<file path="src/design/dtd_pkg.sv">
// Shared constants, codes and the tile swizzle for the display tile detiler.
// No dependencies.
package dtd_pkg;

  localparam int unsigned MaxDimension = 16384;
  localparam int unsigned TileEdgeLog2 = 7;

  localparam int unsigned DimW  = 15;
  localparam int unsigned CoordW = 14;
  localparam int unsigned WordW = 32;
  localparam int unsigned FmtW  = 64;
  localparam int unsigned OffW  = 30;
  localparam int unsigned SizeW = 31;
  localparam int unsigned TileCntW = 8;
  localparam int unsigned TileCoordW = CoordW - TileEdgeLog2;

  localparam logic [FmtW-1:0] TenBitFlag = 64'h0100_0000_0000_0000;
  localparam logic [FmtW-1:0] FormatBgra = 64'h8000_0000_0000_0000;
  localparam logic [FmtW-1:0] FormatRgba = 64'h8000_0000_2200_0000;

  localparam logic [DimW-1:0] DimMax = DimW'(MaxDimension);

  typedef enum logic [1:0] {
    StOk      = 2'd0,
    StBadDim  = 2'd1,
    StBadFmt  = 2'd2,
    StOutside = 2'd3
  } status_e;

  typedef enum logic [1:0] {
    CfgWidth  = 2'd0,
    CfgHeight = 2'd1,
    CfgFormat = 2'd2
  } cfg_idx_e;

  // XOR bit swizzle of the pixel position inside one 64 KiB tile
  function automatic logic [15:0] tile_swizzle(logic [CoordW-1:0] x, logic [CoordW-1:0] y);
    logic [15:0] xe;
    logic [15:0] ye;
    xe = {2'b00, x};
    ye = {2'b00, y};
    return ((ye << 4) & 16'h0070) ^ ((ye << 5) & 16'h0f00) ^ ((ye << 9) & 16'h1000)
         ^ ((ye << 8) & 16'h4000) ^ ((xe << 2) & 16'h000c) ^ ((xe << 5) & 16'h0380)
         ^ ((xe << 4) & 16'h0400) ^ ((xe << 6) & 16'h0800) ^ ((xe << 9) & 16'ha000);
  endfunction

endpackage

</file>
<file path="src/design/display_tile_detiler.sv">
// Display tile detiler: one pixel per clock, input register then result register.
// start_i reaches done_o via input and result register; a request is taken every
// cycle and busy_o stays low. The width/height multipliers are the longest paths.
// The receiver cannot stall: done_o is high for exactly one cycle per result; the
// result holds until the next. Configuration (width, height, format) must be written
// only while idle; the block does not enforce it. Depends on dtd_pkg.
module display_tile_detiler (
  input  logic                        clk_i,
  input  logic                        rst_ni,
  input  logic                        start_i,
  output logic                        busy_o,
  input  logic [dtd_pkg::CoordW-1:0]  pixel_x_i,
  input  logic [dtd_pkg::CoordW-1:0]  pixel_y_i,
  input  logic [dtd_pkg::WordW-1:0]   source_word_i,
  input  logic                        cfg_valid_i,
  output logic                        cfg_ready_o,
  input  logic [1:0]                  cfg_index_i,
  input  logic [dtd_pkg::FmtW-1:0]    cfg_data_i,
  output logic                        done_o,
  output logic [dtd_pkg::OffW-1:0]    tiled_offset_o,
  output logic [dtd_pkg::OffW-1:0]    linear_offset_o,
  output logic [dtd_pkg::WordW-1:0]   out_pixel_o,
  output logic [dtd_pkg::SizeW-1:0]   buffer_bytes_o,
  output logic [1:0]                  status_o
);
  import dtd_pkg::*;

  logic [DimW-1:0]   width_q, height_q;
  logic [FmtW-1:0]   format_q;

  logic              vld_q;
  logic [CoordW-1:0] x_q, y_q;
  logic [WordW-1:0]  word_q;

  logic              done_q;
  logic [OffW-1:0]   tiled_q, linear_q;
  logic [WordW-1:0]  pixel_q;
  logic [SizeW-1:0]  size_q;
  status_e           status_q;

  assign busy_o      = 1'b0;
  assign cfg_ready_o = 1'b1;

  // configuration registers
  always_ff @(posedge clk_i or negedge rst_ni) begin
    if (!rst_ni) begin
      width_q  <= DimW'(1);
      height_q <= DimW'(1);
      format_q <= FormatBgra;
    end else if (cfg_valid_i) begin
      unique case (cfg_index_i)
        CfgWidth:  width_q  <= cfg_data_i[DimW-1:0];
        CfgHeight: height_q <= cfg_data_i[DimW-1:0];
        CfgFormat: format_q <= cfg_data_i;
        default: ;
      endcase
    end
  end

  // input register
  always_ff @(posedge clk_i or negedge rst_ni) begin
    if (!rst_ni) begin
      vld_q <= 1'b0;
    end else begin
      vld_q <= start_i;
    end
  end

  always_ff @(posedge clk_i) begin
    if (start_i) begin
      x_q    <= pixel_x_i;
      y_q    <= pixel_y_i;
      word_q <= source_word_i;
    end
  end

  // per-pixel compute
  logic [FmtW-1:0]       fmt_base;
  logic                  ten_bit, rgba, dims_ok, fmt_ok, in_image;
  logic [DimW:0]         across_sum, down_sum;
  logic [TileCntW-1:0]   across, down;
  logic [2*TileCntW-1:0] tile_total;
  logic [TileCoordW+TileCntW-1:0] tile_row;
  logic [TileCoordW+TileCntW-1:0] tile_idx;
  logic [15:0]           swz;
  logic [CoordW+DimW-1:0] lin_mul;
  logic [CoordW+DimW-1:0] lin_pix;
  logic [7:0]            ch0, ch1, ch2, ch3;
  logic [OffW-1:0]       tiled_d, linear_d;
  logic [WordW-1:0]      pixel_d;
  logic [SizeW-1:0]      size_d;
  status_e               status_d;

  always_comb begin
    fmt_base = format_q & ~TenBitFlag;
    ten_bit  = (format_q & TenBitFlag) != '0;
    rgba     = fmt_base == FormatRgba;
    fmt_ok   = (fmt_base == FormatBgra) || rgba;
    dims_ok  = (width_q != '0) && (height_q != '0) && (width_q <= DimMax) && (height_q <= DimMax);
    in_image = ({1'b0, x_q} < width_q) && ({1'b0, y_q} < height_q);

    across_sum = {1'b0, width_q}  + (DimW+1)'((1 << TileEdgeLog2) - 1);
    down_sum   = {1'b0, height_q} + (DimW+1)'((1 << TileEdgeLog2) - 1);
    across     = across_sum[TileEdgeLog2 +: TileCntW];
    down       = down_sum[TileEdgeLog2 +: TileCntW];
    tile_total = (2*TileCntW)'(across) * (2*TileCntW)'(down);

    tile_row = (TileCoordW+TileCntW)'(y_q[CoordW-1:TileEdgeLog2])
             * (TileCoordW+TileCntW)'(across);
    tile_idx = tile_row + (TileCoordW+TileCntW)'(x_q[CoordW-1:TileEdgeLog2]);
    swz      = tile_swizzle(x_q, y_q);

    lin_mul  = (CoordW+DimW)'(y_q) * (CoordW+DimW)'(width_q);
    lin_pix  = lin_mul + (CoordW+DimW)'(x_q);

    if (ten_bit) begin
      ch0 = rgba ? word_q[29:22] : word_q[9:2];
      ch1 = word_q[19:12];
      ch2 = rgba ? word_q[9:2] : word_q[29:22];
      ch3 = 8'hff;
    end else begin
      ch0 = rgba ? word_q[23:16] : word_q[7:0];
      ch1 = word_q[15:8];
      ch2 = rgba ? word_q[7:0] : word_q[23:16];
      ch3 = word_q[31:24];
    end

    tiled_d  = '0;
    linear_d = '0;
    pixel_d  = '0;
    size_d   = '0;
    priority if (!dims_ok) begin
      status_d = StBadDim;
    end else if (!fmt_ok) begin
      status_d = StBadFmt;
    end else begin
      size_d = {tile_total[SizeW-17:0], 16'h0000};
      if (!in_image) begin
        status_d = StOutside;
      end else begin
        status_d = StOk;
        tiled_d  = {tile_idx[OffW-17:0], swz};
        linear_d = {lin_pix[OffW-3:0], 2'b00};
        pixel_d  = {ch3, ch2, ch1, ch0};
      end
    end
  end

  // result register
  always_ff @(posedge clk_i or negedge rst_ni) begin
    if (!rst_ni) begin
      done_q <= 1'b0;
    end else begin
      done_q <= vld_q;
    end
  end

  always_ff @(posedge clk_i) begin
    if (vld_q) begin
      tiled_q  <= tiled_d;
      linear_q <= linear_d;
      pixel_q  <= pixel_d;
      size_q   <= size_d;
      status_q <= status_d;
    end
  end

  assign done_o          = done_q;
  assign tiled_offset_o  = tiled_q;
  assign linear_offset_o = linear_q;
  assign out_pixel_o     = pixel_q;
  assign buffer_bytes_o  = size_q;
  assign status_o        = status_q;

  // every request yields a result, through the input register and the result register
  a_result_follows: assert property (@(posedge clk_i) disable iff (!rst_ni)
    start_i && !busy_o |=> ##1 done_o)
    else $error("request produced no result");

  // faults carry no offsets or pixel
  a_fault_zero: assert property (@(posedge clk_i) disable iff (!rst_ni)
    done_o && (status_o != StOk) |->
      (tiled_offset_o == '0) && (linear_offset_o == '0) && (out_pixel_o == '0))
    else $error("faulted result carries data");

  // no buffer size without a valid geometry and format
  a_fault_size: assert property (@(posedge clk_i) disable iff (!rst_ni)
    done_o && ((status_o == StBadDim) || (status_o == StBadFmt)) |-> buffer_bytes_o == '0)
    else $error("buffer size reported on configuration fault");

endmodule
</file>
<file path="config.mk">
export PLATFORM = sky130hd
export DESIGN_NAME = display_tile_detiler
export DESIGN_NICKNAME = d
export VERILOG_FILES = /design/src/design/dtd_pkg.sv /design/src/design/display_tile_detiler.sv
export SDC_FILE = /design/constraint.sdc
export NUM_CORES = 1
export LEC_CHECK = 0
export ABC_CLOCK_PERIOD_IN_PS = 13700
export CORE_MARGIN = 8
export CORE_UTILIZATION = 59
export DETAILED_ROUTE_END_ITERATION = 8
export DONT_BUFFER_PORTS = 1
export PLACE_DENSITY_LB_ADDON = 0.25
export REMOVE_ABC_BUFFERS = 1
export SLEW_MARGIN = 20
export SYNTH_ARGS = -nofsm -noshare
export SYNTH_HDL_FRONTEND = slang
export SYNTH_SLANG_ARGS = --single-unit
</file>
<file path="constraint.sdc">
create_clock -name clk_i -period 13.7 [get_ports clk_i]
set_input_delay 0.685 -clock clk_i [delete_from_list [all_inputs] [get_ports clk_i]]
set_output_delay 0.685 -clock clk_i [all_outputs]
set_load 0.01 [all_outputs]
</file>
* Word-level counts from Yosys, hierarchy flattened
Cells that the tools add are included.
** Word-level totals
- Memories kept :: 0
- RAM bits :: 0
- Output and inout bits :: 128
- ROM bits :: 0
- Word-level logic and storage cells :: 61
- Flip-flop bits (word level) :: 281
- Latch bits :: 0
** Cells by class
- $mul :: 3
- Add/subtract/negate cells :: 4
- Div/mod/pow operators :: 0
- Mux-type cells :: 10
- Shift operators :: 0
- Equal/unequal tests :: 4
- Reductions and logical operators :: 13
- Bitwise logic cells :: 8
- Order comparisons :: 4
** Operators by type and width (count)
- == test 63 bit (second input constant) :: 2
- two-way mux 8 bit :: 8
- adder 15 x 7 -> 15 bit (second input constant) :: 2
- <= comparator 15 bit (second input constant) :: 2
- less-than comparator 14 x 15 -> 1 bit :: 2
- nonzero test 15 bit :: 2
- adder 28 x 14 -> 28 bit :: 1
- multiplier 14 x 15 -> 28 bit :: 1
- XOR 15 x 16 -> 16 bit :: 1
- multiplier 8 x 8 -> 15 bit :: 1
- XOR 13 x 15 -> 15 bit :: 1
- XOR 15 x 10 -> 15 bit :: 1
- XOR 15 x 11 -> 15 bit :: 1
- XOR 15 x 12 -> 15 bit :: 1
- XOR 15 x 4 -> 15 bit :: 1
- adder 14 x 7 -> 14 bit :: 1
- multiplier 7 x 8 -> 14 bit :: 1
- XOR 12 x 13 -> 13 bit :: 1
- XOR 7 x 12 -> 12 bit :: 1
- AND reduction 2 bit :: 4
- logical AND 1 bit :: 4
- two-way mux 2 bit :: 2
- AND reduction 3 bit :: 1
- == test 2 x 1 -> 1 bit (second input constant) :: 1
- other kinds (3) :: 3

* Longest topological paths before layout
- Depth in word-level cells :: 8
- Gate-level depth with buffers :: 23

* Worst setup path after synthesis
OpenSTA, ideal clock, no wires.
- Path type :: register to register
- From :: register y_q[0]
- To :: register linear_q[23], in the netlist linear_offset_o[23] (data pin)
- Data arrival time :: 5.801 ns
- Library setup time :: 0.190 ns
- Setup slack :: 7.708 ns
- Cell stages (with the launch flop) :: 22
- Cell sequence :: edfxtp_1 > inv_1 > clkbuf_1 > nor2_1 > fa_1 > inv_1 > fa_1 > inv_1 > fa_1 > inv_1 > fa_1 > inv_1 > fa_1 > fa_1 > ha_1 > a21o_1 > a221o_1 > a21oi_1 > o31ai_2 > a21oi_1 > nor2_1 > a2111oi_2
** On the way
- Cells in the longest elaborated chain, start to end :: 3
- Elaborated cells between the ends (all ways) :: 5
- Those cells by class :: add/sub (1); mul (1); order compare (1); reduce/logical (2)
** RTL lines
- from (decl) :: RTL line display_tile_detiler.sv:32 : logic [CoordW-1:0] x_q, y_q;
- from (signal assigned) :: RTL line display_tile_detiler.sv:72 : y_q <= pixel_y_i;
- branches (longest 3 deep; another with multiplier 14 x 15 -> 28 bit)
- to (signal assigned) :: RTL line display_tile_detiler.sv:161 : linear_q <= linear_d;
- to (decl) :: RTL line display_tile_detiler.sv:36 : logic [OffW-1:0] tiled_q, linear_q;
Parallel ways; which one is timed is not known.
A chain may end at the register's enable or synchronous reset.

* Final worst setup path
- From :: register width_q[9]
- To :: register linear_q[19], in the netlist linear_offset_o[19] (data pin)
** On the way
- Cells in the longest elaborated chain, start to end :: 5
- Elaborated cells between the ends (all ways) :: 10
- Those cells by class :: add/sub (1); mul (1); order compare (2); reduce/logical (6)
** RTL lines
- from (decl) :: RTL line display_tile_detiler.sv:28 : logic [DimW-1:0] width_q, height_q;
- from (signal assigned) :: RTL line display_tile_detiler.sv:47 : width_q <= DimW'(1);
- from (signal assigned) :: RTL line display_tile_detiler.sv:52 : CfgWidth: width_q <= cfg_data_i[DimW-1:0];
- branches (longest 5 deep; another with multiplier 14 x 15 -> 28 bit)
Parallel ways; which one is timed is not known.

==> key figures <==
Final layout
  • FILL cells: 2,903
  • Nets: 2,567
  • Core Util, Final: 0.628
  • Synthesis-to-layout area growth: 6.06%
  • Multi-input gate area in the final layout: between 0.01 and 0.015 mm2
  • Layout cells sized above 1: 0.0907
  • Reg area: roughly 0.0074 mm2

Synthesis
  • Mean Syn Cell Area: 10.8 um2
  • Predominant post-synthesis flop cell: edfxtp_1
  • Yosys Warn Count: 0
  • Synth Register Bits: 261
  • Synth top area share: 0.225
  • Synth cell types: 68
  • Synthesized instance count: roughly 2,000
  • Largest area contributor in the netlist: edfxtp_1
  • Seq/Total Area, Yosys: 0.334
  • FFs w/ async S/R, synth: 0.368
  • Largest cells by area after synthesis: edfxtp_1, fa_1, dfrtp_1
  • Mapped cell area: 0.0220 mm2
  • Post-synth EDFFs: 165

Floorplan
  • Core Footprint: 0.0372 mm2
  • Die footprint: 0.0438 mm2
  • Die span in x: 209 um
  • Die span in y: between 200 and 250 um
  • Initial Util: 0.592
  • Num ports: 258
  • Rows: 71

Timing
  • F_max: about 0.14 GHz
  • Hold_ws: 36.2 ps
  • Clock Skews: 29.0 ps
  • Final Slew Violations: 0
  • RSZ-0062 raised after global routing: false
  • Least-Margin Pin Slew: 1030 ps
  • Slew headroom: 0.312
  • Min Tclk post-route: 6950 ps
  • Final period util: 0.507
  • # setup viols final: 0
  • Final Hold Viols: 0
  • Setup tns final: 0 ps

GRT
  • Vias in the first global route: 15,400
  • GRT Util Overall: 0.243
  • Largest net degree at the start of global routing: 97
  • Initial antenna violation count: 8
  • Gr ovfl total: 0
  • First-pass GRT wire length: 84.2 mm

Setup path
  • R2r worst-path depth: 18
  • Reg-to-reg startpoint: width_q[9]
  • Reg2reg end: linear_offset_o[19]
  • Slowest CP cell: dfrtp_1
  • Most common cell type on the critical path: fa_1
  • CP max FO: 14
  • CP startpoint kind: flip-flop
  • Buf/Inv on CP: 3
  • Cells along the critical path: clkinv_1 -> nor2_1 -> fa_1 -> inv_1 -> fa_1 -> inv_1 -> fa_1 -> fa_1 -> fa_1 -> fa_1 -> ha_1 -> and3_1 -> a221o_1 -> a21oi_1 -> o31ai_2 -> a21oi_1 -> nor2_1 -> a2111oi_2
  • CP delay by family, top: adder cells
  • CP Capture Type: flip-flop
  • Req. time, crit path: around 14,000 ps
  • CP peak stage delay: between 700 and 800 ps
  • Worst path arrival time: between 7000 and 8000 ps
  • CP Class: reg2reg
  • R2R Setup Slk: 6750 ps

Place
  • IO buf count: 0
  • Dpl hpwl: 40.0 mm
  • Placer Congestion: 0.886

CTS
  • Postcts setup bufs: 0
  • Clock transition at path regs: 70 ps
  • Clk root buf: clkbuf_16
  • H-tree levels: 1
  • Total CTS buffers: 28
  • Clk Latency, worst-skew pair: around 590 ps
  • Clock Sinks: 261
  • Clock Path Buffers: 3
  • Resized cells post-CTS: 0
  • CTS tree: done

Run status
  • Outcome: finished clean

Detailed routing
  • ANT nets after route: 0
  • Pre-antenna DRT Iters: 5
  • Initial DRC count: 940
  • Drt drc: 0
  • Wirelength per Cell: about 21 um
  • DR vias: 14,500
  • Routed WL: ~53 mm
  • Routed vias/inst: 5.76

Job
  • Maxcap violations: 0

Hold path
  • Min-Delay Path Class: in2async
==> how the worst max path moves through the flow <==
| stage | startpoint | endpoint | slack (ps) | cells past startpoint |
|---|---|---|---|---|
| after floorplan | y_q[0] | linear_offset_o[23] | 7840 | 20 |
| after global placement | y_q[3] | linear_offset_o[23] | 7060 | 20 |
| after detailed placement | y_q[1] | linear_offset_o[19] | 6890 | 20 |
| after CTS | width_q[9] | linear_offset_o[19] | 6860 | 20 |
| after global routing | width_q[9] | linear_offset_o[23] | 6610 | 20 |
| final | width_q[9] | linear_offset_o[19] | 6750 | 18 |
==> layer usage <==
metal	up-vias	global-route usage	routed length, um
met5	-	0	12
met1	7338	0.309	21500
met4	2	0.0957	2140
met3	123	0.0635	4120
met2	503	0.396	24800
li1	6572	-	-
==> area by class of cell <==
class,instances,share of cell area
multi-input cells,1387,0.560
flip-flops and latches,261,0.315
inverters,322,0.0517
clock buffers,38,0.0346
well taps,474,0.0254
repair buffers,17,0.00631
clock inverters,14,0.00589
diodes,9,0.000963
==> Yosys cell counts, types with 3 or more instances <==
master and number:
nor2b_1 48, dfrtp_1 93, a2111oi_2 3, a31oi_1 7
o21ai_0 36, o21bai_1 5, buf_6 3, clkbuf_1 61
nor3b_1 3, edfxtp_1 165, mux4_2 14, a21oi_1 35
clkinv_1 7, dfstp_2 3, nand2b_1 21, a211oi_1 8
nand2_1 138, nand3_1 17, buf_2 5, o21a_1 6
o41ai_1 4, and2_1 93, and3_1 7, buf_4 22
o211ai_1 5, or2_2 9, mux2_2 82, a21o_1 16
inv_1 315, nor3_1 26, a22o_1 3, mux2i_1 11
a2111oi_0 3, nor4_1 17, or3_1 5, fa_1 236
xor2_1 16, nor4_2 4, nor2_1 215, ha_1 184
nand4_1 11, xnor2_1 48
==> kinds of logic (layout without fill, tap and decap cells) <==
family	Yosys count	after routing	share of synthesized area
other	2	31	0.000341
flip-flops	261	261	0.334
adder cells (fa/ha/maj)	420	420	0.319
multiplexers	109	109	0.0636
XOR/XNOR	64	64	0.0254
AO/OA/AOI/OAI	149	149	0.0453
buffers and inverters	414	391	0.0756
AND/OR/NAND/NOR	623	623	0.137
==> timing repair <==
action,in CTS,in global routing
endpoints found under the setup margin,0,0
endpoints found under the hold margin,96,0
hold buffers,1,0
==> cells in the final DEF (no fill, tap or decap), types with 10 or more instances in the layout <==
master / Yosys / final
nor4_1: 17 / 17
mux4_2: 14 / 14
edfxtp_1: 165 / 165
mux2_2: 82 / 82
xnor2_1: 48 / 48
a21o_1: 16 / 16
nand4_1: 11 / 11
nor2_1: 215 / 215
nor2b_1: 48 / 48
buf_4: 22 / 16
nand3_1: 17 / 17
conb_1: 2 / 22
inv_1: 315 / 315
o21ai_0: 36 / 36
clkinv_1: 7 / 10
nor3_1: 26 / 26
nand2_1: 138 / 138
fa_1: 236 / 236
dfrtp_1: 93 / 92
clkbuf_16: 0 / 30
xor2_1: 16 / 16
mux2i_1: 11 / 11
ha_1: 184 / 184
nand2b_1: 21 / 21
and2_1: 93 / 93
a21oi_1: 35 / 35
==> worst register-to-register path, cell delays in order, from the launching register on <==
cell       delay [ps]
dfrtp_1           760
clkinv_1          480
nor2_1            230
fa_1              440
inv_1             100
fa_1              390
inv_1              90
fa_1              460
fa_1              570
fa_1              440
fa_1              460
ha_1              370
and3_1            260
a221o_1           350
a21oi_1           190
o31ai_2           150
a21oi_1           420
nor2_1            180
a2111oi_2         390
==> stage by stage <==
stage                     cells  setup WS [ps]  area [um2]
after CTS                  2513           6860       23400
after global routing       2520           6610       23400
after floorplan            1970           7840       21700
final                      2522           6750       23400
after detailed placement   2460           6890       22400
after global placement     2460           7060       22400
==> flip-flops by register name, indices dropped and copies added (netlist names) <==
signal           flops
format_q            64
out_pixel_o         32
word_q              32
linear_offset_o     28
tiled_offset_o      28
buffer_bytes_o      15
height_q            15
width_q             15
x_q                 14
y_q                 14
status_o             2
done_o               1
vld_q                1
Power is left out: the tool's default activity adds up to more than one toggle a clock period on the data nets, which glitch-free logic cannot reach.
